[config.mk]
export PLATFORM = sky130hd
export DESIGN_NAME = udp_ipv4_ethernet_encapsulator_unit_flat
export DESIGN_NICKNAME = d
export VERILOG_FILES = /design/src/sv/udpenc_pkg.sv /design/src/sv/udpenc_if.sv /design/src/sv/udp_ipv4_ethernet_encapsulator_unit.sv /design/src/sv/udpenc_front.sv /design/src/sv/udpenc_fifo.sv /design/src/sv/udpenc_back.sv /design/src/flat_wrapper.sv
export SDC_FILE = /design/constraint.sdc
export NUM_CORES = 1
export LEC_CHECK = 0
export BUFFER_PORTS_ARGS = -buffer_cell sky130_fd_sc_hd__buf_2
export CORE_AREA = 4 4 342 344
export CTS_CLUSTER_DIAMETER = 100
export DETAILED_ROUTE_END_ITERATION = 6
export DIE_AREA = 0 0 346 348
export PLACE_DENSITY = 0.38
export RECOVER_POWER = 100
export SLEW_MARGIN = 20
export SYNTH_ARGS = -nofsm -noshare
export SYNTH_HDL_FRONTEND = slang
export SYNTH_SLANG_ARGS = --single-unit
[constraint.sdc]
create_clock -name clk -period 4.5 [get_ports clk]
set_clock_uncertainty 0.2 [all_clocks]
set_input_delay 0.225 -clock clk [delete_from_list [all_inputs] [get_ports clk]]
set_output_delay 0.225 -clock clk [all_outputs]
set_load 0.02 [all_outputs]
[src/sv/udpenc_pkg.sv]
`timescale 1ns / 1ps

package udpenc_pkg;

  localparam int IP_HEADER_WORDS  = 5;
  localparam int UDP_HEADER_BYTES = 8;
  localparam int ETH_HEADER_BYTES = 14;
  localparam int IP_VERSION       = 4;

  localparam int IP_HDR_BYTES = IP_HEADER_WORDS * 4;
  localparam int HDR_BYTES    = ETH_HEADER_BYTES + IP_HDR_BYTES + UDP_HEADER_BYTES;
  localparam int HDR_BITS     = HDR_BYTES * 8;
  localparam int HDR_IDX_W    = $clog2(HDR_BYTES + 1);
  localparam int HDR_BASE_W   = $clog2(HDR_BITS);

  localparam logic [7:0] VER_IHL = 8'((IP_VERSION << 4) + IP_HEADER_WORDS);

  // Eight static IPv4 header words, then the total length added on top.
  localparam int STATIC_SUM_W = 19;
  localparam int SUM_W        = 20;

  localparam int CFG_IDX_W  = 4;
  localparam int CFG_DATA_W = 48;

  localparam logic [CFG_IDX_W-1:0] REG_DST_MAC   = 4'd0;
  localparam logic [CFG_IDX_W-1:0] REG_SRC_MAC   = 4'd1;
  localparam logic [CFG_IDX_W-1:0] REG_SRC_IP    = 4'd2;
  localparam logic [CFG_IDX_W-1:0] REG_DST_IP    = 4'd3;
  localparam logic [CFG_IDX_W-1:0] REG_UDP_PORTS = 4'd4;
  localparam logic [CFG_IDX_W-1:0] REG_IP_ID_FRG = 4'd5;
  localparam logic [CFG_IDX_W-1:0] REG_TOS_TTL   = 4'd6;
  localparam logic [CFG_IDX_W-1:0] REG_ETHERTYPE = 4'd7;

  localparam logic [23:0] TOS_TTL_RESET   = 24'h404011;
  localparam logic [15:0] ETHERTYPE_RESET = 16'h0800;

  localparam int FIFO_DEPTH = 4;
  localparam int FIFO_AW    = $clog2(FIFO_DEPTH);

  typedef struct packed {
    logic [47:0] destination_mac;
    logic [47:0] source_mac;
    logic [31:0] source_ip;
    logic [31:0] destination_ip;
    logic [31:0] udp_ports;
    logic [31:0] ip_id_and_fragment;
    logic [23:0] ip_tos_ttl_protocol;
    logic [15:0] frame_ethertype;
  } udp_cfg_t;

  typedef struct packed {
    logic [7:0]  payload_byte;
    logic        first_of_packet;
    logic        last_of_packet;
    logic [15:0] udp_length;
    logic [15:0] ip_total_length;
  } fifo_entry_t;

  typedef struct packed {
    logic full;
    logic empty;
  } fifo_stat_t;

endpackage

[src/sv/udpenc_if.sv]
`timescale 1ns / 1ps

interface udpenc_in_if;
  logic        valid;
  logic        ready;
  logic [7:0]  payload_byte;
  logic        first_of_packet;
  logic        last_of_packet;
  logic [15:0] payload_length;

  modport source (output valid, output payload_byte, output first_of_packet,
                  output last_of_packet, output payload_length, input ready);
  modport sink (input valid, input payload_byte, input first_of_packet,
                input last_of_packet, input payload_length, output ready);
endinterface

interface udpenc_out_if;
  logic       valid;
  logic       ready;
  logic [7:0] frame_byte;
  logic       end_of_run;
  logic       end_of_frame;

  modport source (output valid, output frame_byte, output end_of_run,
                  output end_of_frame, input ready);
  modport sink (input valid, input frame_byte, input end_of_run,
                input end_of_frame, output ready);
endinterface

interface udpenc_cfg_if;
  logic        valid;
  logic        ready;
  logic [3:0]  index;
  logic [47:0] data;

  modport source (output valid, output index, output data, input ready);
  modport sink (input valid, input index, input data, output ready);
endinterface

[src/sv/udp_ipv4_ethernet_encapsulator_unit.sv]
`timescale 1ns / 1ps

// Inserts a 42-byte Ethernet/IPv4/UDP header in front of each packet of a
// payload byte stream. A payload byte marked first_of_packet brings the
// payload length; the block sends the header, with lengths and the IPv4
// checksum worked out for that packet, and then the byte itself. Other bytes
// pass straight through. The output register sends one frame byte per cycle
// while the receiver is ready. A byte passes through the input register, the
// queue and the output register on its way to the output. The input stage
// and a four-entry queue keep taking payload bytes while the header goes out
// or the output stalls, until the queue is full. Configuration writes are
// always accepted and must only be made while no packet is in flight;
// indexes past seven are ignored.
module udp_ipv4_ethernet_encapsulator_unit import udpenc_pkg::*; (
  input  logic          clk,
  input  logic          rst_n,
  udpenc_in_if.sink     in_ch,
  udpenc_out_if.source  out_ch,
  udpenc_cfg_if.sink    cfg_ch
);

  udp_cfg_t    cfg_r;
  fifo_stat_t  fstat;
  fifo_entry_t push_entry;
  fifo_entry_t head;
  logic        push;
  logic        pop;

  assign cfg_ch.ready = 1'b1;

  always_ff @(posedge clk) begin
    if (!rst_n) begin
      cfg_r <= '{destination_mac:     '0,
                 source_mac:          '0,
                 source_ip:           '0,
                 destination_ip:      '0,
                 udp_ports:           '0,
                 ip_id_and_fragment:  '0,
                 ip_tos_ttl_protocol: TOS_TTL_RESET,
                 frame_ethertype:     ETHERTYPE_RESET};
    end else if (cfg_ch.valid) begin
      unique case (cfg_ch.index)
        REG_DST_MAC:   cfg_r.destination_mac     <= cfg_ch.data;
        REG_SRC_MAC:   cfg_r.source_mac          <= cfg_ch.data;
        REG_SRC_IP:    cfg_r.source_ip           <= cfg_ch.data[31:0];
        REG_DST_IP:    cfg_r.destination_ip      <= cfg_ch.data[31:0];
        REG_UDP_PORTS: cfg_r.udp_ports           <= cfg_ch.data[31:0];
        REG_IP_ID_FRG: cfg_r.ip_id_and_fragment  <= cfg_ch.data[31:0];
        REG_TOS_TTL:   cfg_r.ip_tos_ttl_protocol <= cfg_ch.data[23:0];
        REG_ETHERTYPE: cfg_r.frame_ethertype     <= cfg_ch.data[15:0];
        default: ;
      endcase
    end
  end

  udpenc_front u_front (
    .clk        (clk),
    .rst_n      (rst_n),
    .in_ch      (in_ch),
    .fstat      (fstat),
    .push       (push),
    .push_entry (push_entry)
  );

  udpenc_fifo u_fifo (
    .clk        (clk),
    .rst_n      (rst_n),
    .push       (push),
    .push_entry (push_entry),
    .pop        (pop),
    .head       (head),
    .fstat      (fstat)
  );

  udpenc_back u_back (
    .clk    (clk),
    .rst_n  (rst_n),
    .cfg    (cfg_r),
    .head   (head),
    .fstat  (fstat),
    .pop    (pop),
    .out_ch (out_ch)
  );

endmodule

[src/sv/udpenc_front.sv]
`timescale 1ns / 1ps

module udpenc_front import udpenc_pkg::*; (
  input  logic        clk,
  input  logic        rst_n,
  udpenc_in_if.sink   in_ch,
  input  fifo_stat_t  fstat,
  output logic        push,
  output fifo_entry_t push_entry
);

  logic        valid_r;
  fifo_entry_t entry_r;
  logic [15:0] udp_len_nxt;

  assign push        = valid_r && !fstat.full;
  assign in_ch.ready = !valid_r || !fstat.full;
  assign push_entry  = entry_r;

  // Lengths wrap modulo 2^16 like the header fields they feed.
  assign udp_len_nxt = in_ch.payload_length + 16'(UDP_HEADER_BYTES);

  always_ff @(posedge clk) begin
    if (!rst_n) begin
      valid_r <= 1'b0;
    end else if (in_ch.ready) begin
      valid_r <= in_ch.valid;
    end
    if (in_ch.valid && in_ch.ready) begin
      entry_r.payload_byte    <= in_ch.payload_byte;
      entry_r.first_of_packet <= in_ch.first_of_packet;
      entry_r.last_of_packet  <= in_ch.last_of_packet;
      entry_r.udp_length      <= udp_len_nxt;
      entry_r.ip_total_length <= udp_len_nxt + 16'(IP_HDR_BYTES);
    end
  end

endmodule

[src/sv/udpenc_fifo.sv]
`timescale 1ns / 1ps

module udpenc_fifo import udpenc_pkg::*; (
  input  logic        clk,
  input  logic        rst_n,
  input  logic        push,
  input  fifo_entry_t push_entry,
  input  logic        pop,
  output fifo_entry_t head,
  output fifo_stat_t  fstat
);

  fifo_entry_t        mem_r [FIFO_DEPTH];
  logic [FIFO_AW-1:0] wptr_r;
  logic [FIFO_AW-1:0] rptr_r;
  logic [FIFO_AW:0]   count_r;

  assign fstat.full  = (count_r == (FIFO_AW + 1)'(FIFO_DEPTH));
  assign fstat.empty = (count_r == '0);
  assign head        = mem_r[rptr_r];

  always_ff @(posedge clk) begin
    if (!rst_n) begin
      wptr_r  <= '0;
      rptr_r  <= '0;
      count_r <= '0;
    end else begin
      if (push) begin
        wptr_r <= wptr_r + 1'b1;
      end
      if (pop) begin
        rptr_r <= rptr_r + 1'b1;
      end
      if (push && !pop) begin
        count_r <= count_r + 1'b1;
      end else if (pop && !push) begin
        count_r <= count_r - 1'b1;
      end
    end
    if (push) begin
      mem_r[wptr_r] <= push_entry;
    end
  end

endmodule

[src/sv/udpenc_back.sv]
`timescale 1ns / 1ps

module udpenc_back import udpenc_pkg::*; (
  input  logic        clk,
  input  logic        rst_n,
  input  udp_cfg_t    cfg,
  input  fifo_entry_t head,
  input  fifo_stat_t  fstat,
  output logic        pop,
  udpenc_out_if.source out_ch
);

  logic [HDR_IDX_W-1:0]    hdr_idx_r;
  logic [STATIC_SUM_W-1:0] static_sum_r;
  logic [SUM_W-1:0]        sum_r;
  logic [16:0]             fold_r;
  logic [15:0]             cks_r;

  logic       out_valid_r;
  logic [7:0] frame_byte_r;
  logic       end_of_run_r;
  logic       end_of_frame_r;

  logic                  emit;
  logic                  in_hdr;
  logic [HDR_BITS-1:0]   hdr_vec;
  logic [HDR_BASE_W-1:0] hdr_base;
  logic [7:0]            byte_nxt;

  assign out_ch.valid        = out_valid_r;
  assign out_ch.frame_byte   = frame_byte_r;
  assign out_ch.end_of_run   = end_of_run_r;
  assign out_ch.end_of_frame = end_of_frame_r;

  always_comb begin
    emit    = !fstat.empty && (!out_valid_r || out_ch.ready);
    in_hdr  = head.first_of_packet && (hdr_idx_r != HDR_IDX_W'(HDR_BYTES));
    pop     = emit && !in_hdr;
    hdr_vec = {cfg.destination_mac, cfg.source_mac, cfg.frame_ethertype,
               VER_IHL, cfg.ip_tos_ttl_protocol[23:16], head.ip_total_length,
               cfg.ip_id_and_fragment, cfg.ip_tos_ttl_protocol[15:0], cks_r,
               cfg.source_ip, cfg.destination_ip, cfg.udp_ports,
               head.udp_length, 16'h0000};
    hdr_base = HDR_BASE_W'((HDR_BYTES - 1 - int'(hdr_idx_r)) * 8);
    byte_nxt = in_hdr ? hdr_vec[hdr_base +: 8] : head.payload_byte;
  end

  always_ff @(posedge clk) begin
    // Configuration is to change only while idle, which the block does not enforce;
    // then this sum is settled before the next packet needs it.
    static_sum_r <= STATIC_SUM_W'({VER_IHL, cfg.ip_tos_ttl_protocol[23:16]})
                  + STATIC_SUM_W'(cfg.ip_id_and_fragment[31:16])
                  + STATIC_SUM_W'(cfg.ip_id_and_fragment[15:0])
                  + STATIC_SUM_W'(cfg.ip_tos_ttl_protocol[15:0])
                  + STATIC_SUM_W'(cfg.source_ip[31:16])
                  + STATIC_SUM_W'(cfg.source_ip[15:0])
                  + STATIC_SUM_W'(cfg.destination_ip[31:16])
                  + STATIC_SUM_W'(cfg.destination_ip[15:0]);

    if (!rst_n) begin
      hdr_idx_r   <= '0;
      out_valid_r <= 1'b0;
      cks_r       <= '0;
    end else begin
      if (emit) begin
        out_valid_r <= 1'b1;
        if (in_hdr) begin
          hdr_idx_r <= hdr_idx_r + 1'b1;
        end else begin
          hdr_idx_r <= '0;
        end
      end else if (out_ch.ready) begin
        out_valid_r <= 1'b0;
      end
      // The checksum settles over the first three header bytes, well before
      // its own place in the IPv4 header.
      if (emit && in_hdr && hdr_idx_r == HDR_IDX_W'(2)) begin
        cks_r <= ~(16'(fold_r[16]) + fold_r[15:0]);
      end
    end

    if (emit && in_hdr && hdr_idx_r == HDR_IDX_W'(0)) begin
      sum_r <= SUM_W'(static_sum_r) + SUM_W'(head.ip_total_length);
    end
    if (emit && in_hdr && hdr_idx_r == HDR_IDX_W'(1)) begin
      fold_r <= 17'(sum_r[SUM_W-1:16]) + 17'(sum_r[15:0]);
    end
    if (emit) begin
      frame_byte_r   <= byte_nxt;
      end_of_run_r   <= !in_hdr;
      end_of_frame_r <= !in_hdr && head.last_of_packet;
    end
  end

endmodule

[src/flat_wrapper.sv]
// flat-port wrapper written by rule: the top's interface ports become plain ports
module udp_ipv4_ethernet_encapsulator_unit_flat import udpenc_pkg::*;
  (clk, rst_n, in_ch_valid, in_ch_payload_byte, in_ch_first_of_packet, in_ch_last_of_packet, in_ch_payload_length, in_ch_ready, out_ch_valid, out_ch_frame_byte, out_ch_end_of_run, out_ch_end_of_frame, out_ch_ready, cfg_ch_valid, cfg_ch_index, cfg_ch_data, cfg_ch_ready);
  udpenc_in_if in_ch_i ();
  udpenc_out_if out_ch_i ();
  udpenc_cfg_if cfg_ch_i ();
  input  logic clk;
  input  logic rst_n;
  input wire logic [$bits(in_ch_i.valid)-1:0] in_ch_valid;
  input wire logic [$bits(in_ch_i.payload_byte)-1:0] in_ch_payload_byte;
  input wire logic [$bits(in_ch_i.first_of_packet)-1:0] in_ch_first_of_packet;
  input wire logic [$bits(in_ch_i.last_of_packet)-1:0] in_ch_last_of_packet;
  input wire logic [$bits(in_ch_i.payload_length)-1:0] in_ch_payload_length;
  output wire logic [$bits(in_ch_i.ready)-1:0] in_ch_ready;
  output wire logic [$bits(out_ch_i.valid)-1:0] out_ch_valid;
  output wire logic [$bits(out_ch_i.frame_byte)-1:0] out_ch_frame_byte;
  output wire logic [$bits(out_ch_i.end_of_run)-1:0] out_ch_end_of_run;
  output wire logic [$bits(out_ch_i.end_of_frame)-1:0] out_ch_end_of_frame;
  input wire logic [$bits(out_ch_i.ready)-1:0] out_ch_ready;
  input wire logic [$bits(cfg_ch_i.valid)-1:0] cfg_ch_valid;
  input wire logic [$bits(cfg_ch_i.index)-1:0] cfg_ch_index;
  input wire logic [$bits(cfg_ch_i.data)-1:0] cfg_ch_data;
  output wire logic [$bits(cfg_ch_i.ready)-1:0] cfg_ch_ready;
  assign in_ch_i.valid = in_ch_valid;
  assign in_ch_i.payload_byte = in_ch_payload_byte;
  assign in_ch_i.first_of_packet = in_ch_first_of_packet;
  assign in_ch_i.last_of_packet = in_ch_last_of_packet;
  assign in_ch_i.payload_length = in_ch_payload_length;
  assign in_ch_ready = in_ch_i.ready;
  assign out_ch_valid = out_ch_i.valid;
  assign out_ch_frame_byte = out_ch_i.frame_byte;
  assign out_ch_end_of_run = out_ch_i.end_of_run;
  assign out_ch_end_of_frame = out_ch_i.end_of_frame;
  assign out_ch_i.ready = out_ch_ready;
  assign cfg_ch_i.valid = cfg_ch_valid;
  assign cfg_ch_i.index = cfg_ch_index;
  assign cfg_ch_i.data = cfg_ch_data;
  assign cfg_ch_ready = cfg_ch_i.ready;
  udp_ipv4_ethernet_encapsulator_unit u_core (.clk(clk), .rst_n(rst_n), .in_ch(in_ch_i), .out_ch(out_ch_i), .cfg_ch(cfg_ch_i));
endmodule
Word-level counts from Yosys, hierarchy flattened
Memory sizes are Yosys's and may differ from the RTL's. A register that Yosys moved wholly into a read port is not among the register bits.
Index checks and enable logic that the tools add are counted.

storage, ports and cells
  memory bits (writable) = 168
  memories kept = 1
  register bits = 403
  output and inout bits = 13
  memory bits (read-only) = 0
  logic and storage cells = 102
  bits in latches = 0

cells by class
  multiply operators = 0
  divide/modulo/power cells = 0
  reduce and logical (&&, ||, !) cells = 34
  order comparisons = 0
  shifts and indexed selects = 1
  multiplexer cells = 10
  bitwise operators = 1
  equal/unequal tests = 11
  add/subtract/negate cells = 18

memory list
  name                 depth  width  rd ports  clocked after Yosys merged registers in  wr ports  line               text
  u_core.u_fifo.mem_r  4      42     1         1                                        1         udpenc_fifo.sv:13  fifo_entry_t mem_r [FIFO_DEPTH];

operators with widths
  cell                                            number
  variable part select 336 x 10 -> 8 bit          1
  adder 19 x 16 -> 19 bit                         4
  adder 19 x 16 -> 20 bit                         1
  adder 18 x 16 -> 19 bit                         1
  adder 17 x 16 -> 18 bit                         1
  adder 15 x 16 -> 17 bit                         1
  adder 4 x 16 -> 17 bit                          1
  adder 1 x 16 -> 16 bit                          1
  adder 16 x 4 -> 16 bit (second input constant)  1
  adder 16 x 5 -> 16 bit (second input constant)  1
  == test 4 x 3 -> 1 bit (second input constant)  4
  NOT 16 bit                                      1
  AND reduction 2 bit                             8
  logical AND 1 bit                               12
  == test 4 x 2 -> 1 bit (second input constant)  2
  two-way mux 8 bit                               1
  zero test 1 bit                                 7
  adder 6 x 1 -> 6 bit (second input constant)    1
  == test 6 x 1 -> 1 bit (second input constant)  1
  == test 6 x 2 -> 1 bit (second input constant)  1
  zero test 6 bit                                 1
  two-way mux 3 bit                               2
  two-way mux 6 bit                               1
  inequality test 6 bit (second input constant)   1
  other kinds (12)                                19

Logic depth before layout (Yosys ltp)
  depth in word-level cells = 7
  depth in mapped cells = 17
  gate-level depth less buffers = 17

Modules after synthesis
From an unflattened synthesis, not the netlist that was laid out.

second synthesis, totals
  cell total of the unflattened synthesis = 2,404
  area total of the unflattened synthesis = 28,471.1 µm²

modules (own cells, without submodules)
  module                               sequential area each (µm²)  area each (µm²)  times used  cells each
  udpenc_back                          2,252.2                     10,477.5         1           1,086
  udp_ipv4_ethernet_encapsulator_unit  5,285.1                     9,599.2          1           925
  udpenc_fifo                          5,225.0                     6,558.8          1           263
  udpenc_front                         1,221.2                     1,835.5          1           130

Least setup slack after synthesis
No wires, ideal clock.

  path kind = reg2reg
  from = reg u_core.cfg_r[18] (netlist bit)
  to = reg u_core.u_back.static_sum_r[18]
  cell stages (with the launch flop) = 18
  setup slack = -0.455 ns
  path buffers = 0
  data arrival time = 4.639 ns
  data required time = 4.184 ns
  cell sequence = dfxtp_1 > inv_1 > fa_1 > inv_1 > fa_1 > fa_1 > inv_1 > fa_1 > inv_1 > ha_1 > fa_1 > a21o_1 > a21o_1 > a211oi_1 > o21ai_0 > a211oi_1 > a21oi_1 > a31o_2

between the ends
  word-level cells in the longest chain between the ends = 5

ends and longest elaborated chain
  item                     line                                       text
  start, declared          udp_ipv4_ethernet_encapsulator_unit.sv:22  udp_cfg_t cfg_r;
  start signal, assigned   udp_ipv4_ethernet_encapsulator_unit.sv:33  cfg_r <= '{destination_mac: '0,
  adder 18 x 16 -> 19 bit  udpenc_back.sv:54                          + STATIC_SUM_W'(cfg.ip_tos_ttl_protocol[15:0])
  adder 19 x 16 -> 19 bit  udpenc_back.sv:55                          + STATIC_SUM_W'(cfg.source_ip[31:16])
  adder 19 x 16 -> 19 bit  udpenc_back.sv:56                          + STATIC_SUM_W'(cfg.source_ip[15:0])
  adder 19 x 16 -> 19 bit  udpenc_back.sv:57                          + STATIC_SUM_W'(cfg.destination_ip[31:16])
  adder 19 x 16 -> 19 bit  udpenc_back.sv:58                          + STATIC_SUM_W'(cfg.destination_ip[15:0]);
  end signal, assigned     udpenc_back.sv:51                          static_sum_r <= STATIC_SUM_W'({VER_IHL, cfg.ip_tos_ttl_protocol[23:16]})
  end, declared            udpenc_back.sv:14                          logic [STATIC_SUM_W-1:0] static_sum_r;

No other way between the ends.
A chain may end at the register's enable or synchronous reset.

Worst setup path after layout
  from = reg u_core.cfg_r[34] (netlist bit)
  to = reg u_core.u_back.static_sum_r[18]

between the ends
  word-level cells in the longest chain between the ends = 7

ends and longest elaborated chain
  item                     line               text
  adder 15 x 16 -> 17 bit  udpenc_back.sv:52  + STATIC_SUM_W'(cfg.ip_id_and_fragment[31:16])
  adder 17 x 16 -> 18 bit  udpenc_back.sv:53  + STATIC_SUM_W'(cfg.ip_id_and_fragment[15:0])
  adder 18 x 16 -> 19 bit  udpenc_back.sv:54
  adder 19 x 16 -> 19 bit  udpenc_back.sv:55
  adder 19 x 16 -> 19 bit  udpenc_back.sv:56
  adder 19 x 16 -> 19 bit  udpenc_back.sv:57
  adder 19 x 16 -> 19 bit  udpenc_back.sv:58

No other way between the ends.

==> out/qor.yml <==
io_buffers: 94
hold_ws_ns: 0.103
tritoncts: "done"
die_area_sq_mm: 0.120
drc: 0
hpwlAfterDp_mm: 65.2
setup_viol: 4
failed_checks: "max-capacitance violations, max-slew violations, negative setup slack"
fin_nets: 3121
clockBufferDepth: 3
cp_slowest_cell: "fa_1"
synth_edf_count: 247
pwr-share-comb_pct: 20.3
vias: 19900
core-area_sq_mm: 0.114
period_minus_slack_ns: 4.67
swShare_pct: 29.8
final_layout_size_suffix_gt1_share_pct: 15.6
wire_per_inst_um: 20.6
rsz0062_at_grt: "true"
drt-total-wl_mm: 91.8
drt_iter0_markers: 1147
syn_avg_cell_area_sq_um: 10.6
clock_latency_ns: 0.63
grt_max_degree: 141
initial_core_util_pct: 24.8
maxSlewViolCount: 239
antenna_found_initial: 6
worst_slack_ns: -0.170
sequentialPowerShare_pct: 41.2
grt_pass1_wl_mm: 137
crit_path_max_incr_delay_ns: 0.51
hold_viol: 0
power_density_mw_per_mm2: 433
hold_class: "in2reg"
drtPass1Iterations: 5
final_cells: 4454
rr_worst_depth: 17
crit_fanout: 2
fp.dieH_um: 348
path_common_cell: "fa_1"
synth_fp_nets: 2896
gr-usage-all-layers_pct: 15.1
ys_warn_count: 0
max_slew_margin_pct: -61.9
placement_rows: 124
ir_drop_mv: 0.541
worst_setup_path_start_kind: "register"
ant_nets: 0
status: "finished with violations"
endpoint_kind: "register"
async_flop_share_pct: 0
first_global_vias: 20700
synthCells: 2660
max_freq_ghz: 0.214
finalWeightedCongestion: 0.834
period_share_pct: 104
dp_cells: 4238
vias_per_cell: 4.47
internal_power_w: 0.0104
pin_count: 96
syn2layout_area_growth_pct: 20.9
tightestPinTransition_ns: 2.43
mostFrequentLayoutCell: "nand2_1"
layout_common_cells: "nand2_1 (622), dfxtp_1 (306), a21boi_0 (264), edfxtp_1 (247), inv_1 (235)"
clock-sinks: 563
grt-ovfl-total: 0
clk_pin_slew_ns: 0.06
total_leakage_power_nw: 12.1
ctsHtreeMaxLevel: 3
ys_ff_latch: 563
finalInstanceArea_sq_mm: 0.0341
critPathArrivalTime_ns: 4.97
finalSetupTns_ns: -0.476
path_cells: "inv_1, fa_1, inv_2, fa_1, fa_1, inv_1, fa_1, inv_2, ha_4, fa_2, a21o_1, a21o_1, a211oi_2, o21ai_2, a211oi_2, a21oi_2, a31o_2"
p_clk_share_pct: 38.5
p_sw_w: 0.00440
place_area_sq_mm: 0.0310
root_buffer: "clkbuf_16"
fillers: 11800
syn-cell-area_sq_mm: 0.0282
crit_type: "reg2reg"
ys_seq_area_share_pct: 48.7
dp_slack_ns: -0.241
dominantRegCellSynth: "dfxtp_1"
cp.required_ns: 4.80
holdPathStages: 2
synth_cell_type_count: 64
die_x_um: 346
cts-buffers-inserted: 71
drv_cap: 5
==> area by class of cell <==
| class | instances | area [sq um] | area share [%] |
|---|---|---|---|
| diodes | 4 | 10.0 | 0.0293 |
| clock buffers | 95 | 1940 | 5.67 |
| clock inverters | 31 | 379 | 1.11 |
| inverters | 243 | 912 | 2.67 |
| multi-input cells | 1693 | 13000 | 38.0 |
| flip-flops and latches | 563 | 13800 | 40.3 |
| well taps | 1512 | 1890 | 5.54 |
| repair buffers | 313 | 2290 | 6.70 |
==> routing by layer <==
metal / part of all wire, % / vias to the layer above / GRT usage, % / wire (um)
li1: - / 9490 / - / -
met2: 46 / 389 / 24.1 / 41900
met5: 0 / - / 0 / 0
met1: 47 / 9903 / 21.2 / 43200
met3: 5.0 / 113 / 2.79 / 4580
met4: 2.3 / 0 / 4.01 / 2140
==> power by group through the flow <==
stage / registers (W) / clock network, W / logic [W]
6_report: 0.00608 / 0.00568 / 0.00300
5_1_grt: 0.00612 / 0.00607 / 0.00332
4_1_cts: 0.00608 / 0.00585 / 0.00311
3_5_place_dp: 0.00618 / 0 / 0.00303
3_3_place_gp: 0.00617 / 0 / 0.00300
2_1_floorplan: 0.00614 / 0 / 0.00188
==> state kept, by name (all words and copies together) (netlist names), named ones only <==
signal                             flops
u_core.u_fifo.mem_r                  160
u_core.u_fifo.wptr_r                   2
u_core.u_back.sum_r                   20
u_core.u_back.hdr_idx_r                6
u_core.u_back.out_ch.end_of_run        1
u_core.u_front.push_entry             40
u_core.u_back.static_sum_r            19
u_core.u_back.out_ch.valid             1
u_core.cfg_r                         264
u_core.u_back.out_ch.end_of_frame      1
u_core.u_back.fold_r                  17
u_core.u_front.valid_r                 1
u_core.u_back.out_ch.frame_byte        8
u_core.u_fifo.rptr_r                   2
u_core.u_fifo.count_r                  3
u_core.u_back.cks_r                   16
==> timing repair <==
action                                  in CTS  in global routing
hold endpoints to repair                   323                  0
gates cloned                                 0                  0
endpoints found under the setup margin       6                  8
gates resized for setup                     22                  7
pin swaps                                   25                 20
hold buffers                                82                  0
setup buffers                                3                  2
==> through the flow <==
step / total power [W] / utilization, %
6_report: 0.0148 / 30.0
5_1_grt: 0.0155 / 30.0
3_5_place_dp: 0.00921 / 27.2
4_1_cts: 0.0150 / 30.0
3_3_place_gp: 0.00918 / 27.2
2_1_floorplan: 0.00802 / -
==> logic make-up after synthesis <==
logic type / after synthesis / synth area share, %
xor+xnor: 86 / 2.67
buf+inv: 404 / 5.95
flops: 563 / 48.7
mux: 130 / 9.09
other cells: 1 / 0.0133
compound gates: 480 / 11.8
fa+ha+maj: 153 / 9.17
simple gates: 843 / 12.7
==> worst paths after layout <==
check | slack (ns) | to | start
max reg2reg | -0.17 | u_core.u_back.static_sum_r[18] | u_core.cfg_r[34]
min reg2reg | 0.26 | u_core.cfg_r[78] | u_core.cfg_r[78]
max | -0.17 | u_core.u_back.static_sum_r[18] | u_core.cfg_r[34]
min | 0.10 | u_core.u_front.push_entry[41] | in_ch_payload_byte[7]
==> synth_stat cells (61+ instances only) <==
cell,number,share of area (%)
o21ai_0,65,1.2
a21boi_0,263,7.0
fa_1,90,6.4
ha_1,63,2.8
edfxtp_1,247,26
nand2_1,623,8.3
mux4_2,94,7.5
dfxtp_1,316,22
inv_1,242,3.2
clkbuf_1,103,1.4
xnor2_1,61,1.9
a21oi_1,61,1.1
==> critical path, delay by kind of cell (launching register included) <==
family	cells	cell delay, ns
adder cells (fa/ha/maj)	6	2.50
buffers and inverters	4	0.20
AO/OA/AOI/OAI	7	1.32
flip-flops	1	0.33
No activity file was read; power rests on OpenSTA's default activity.
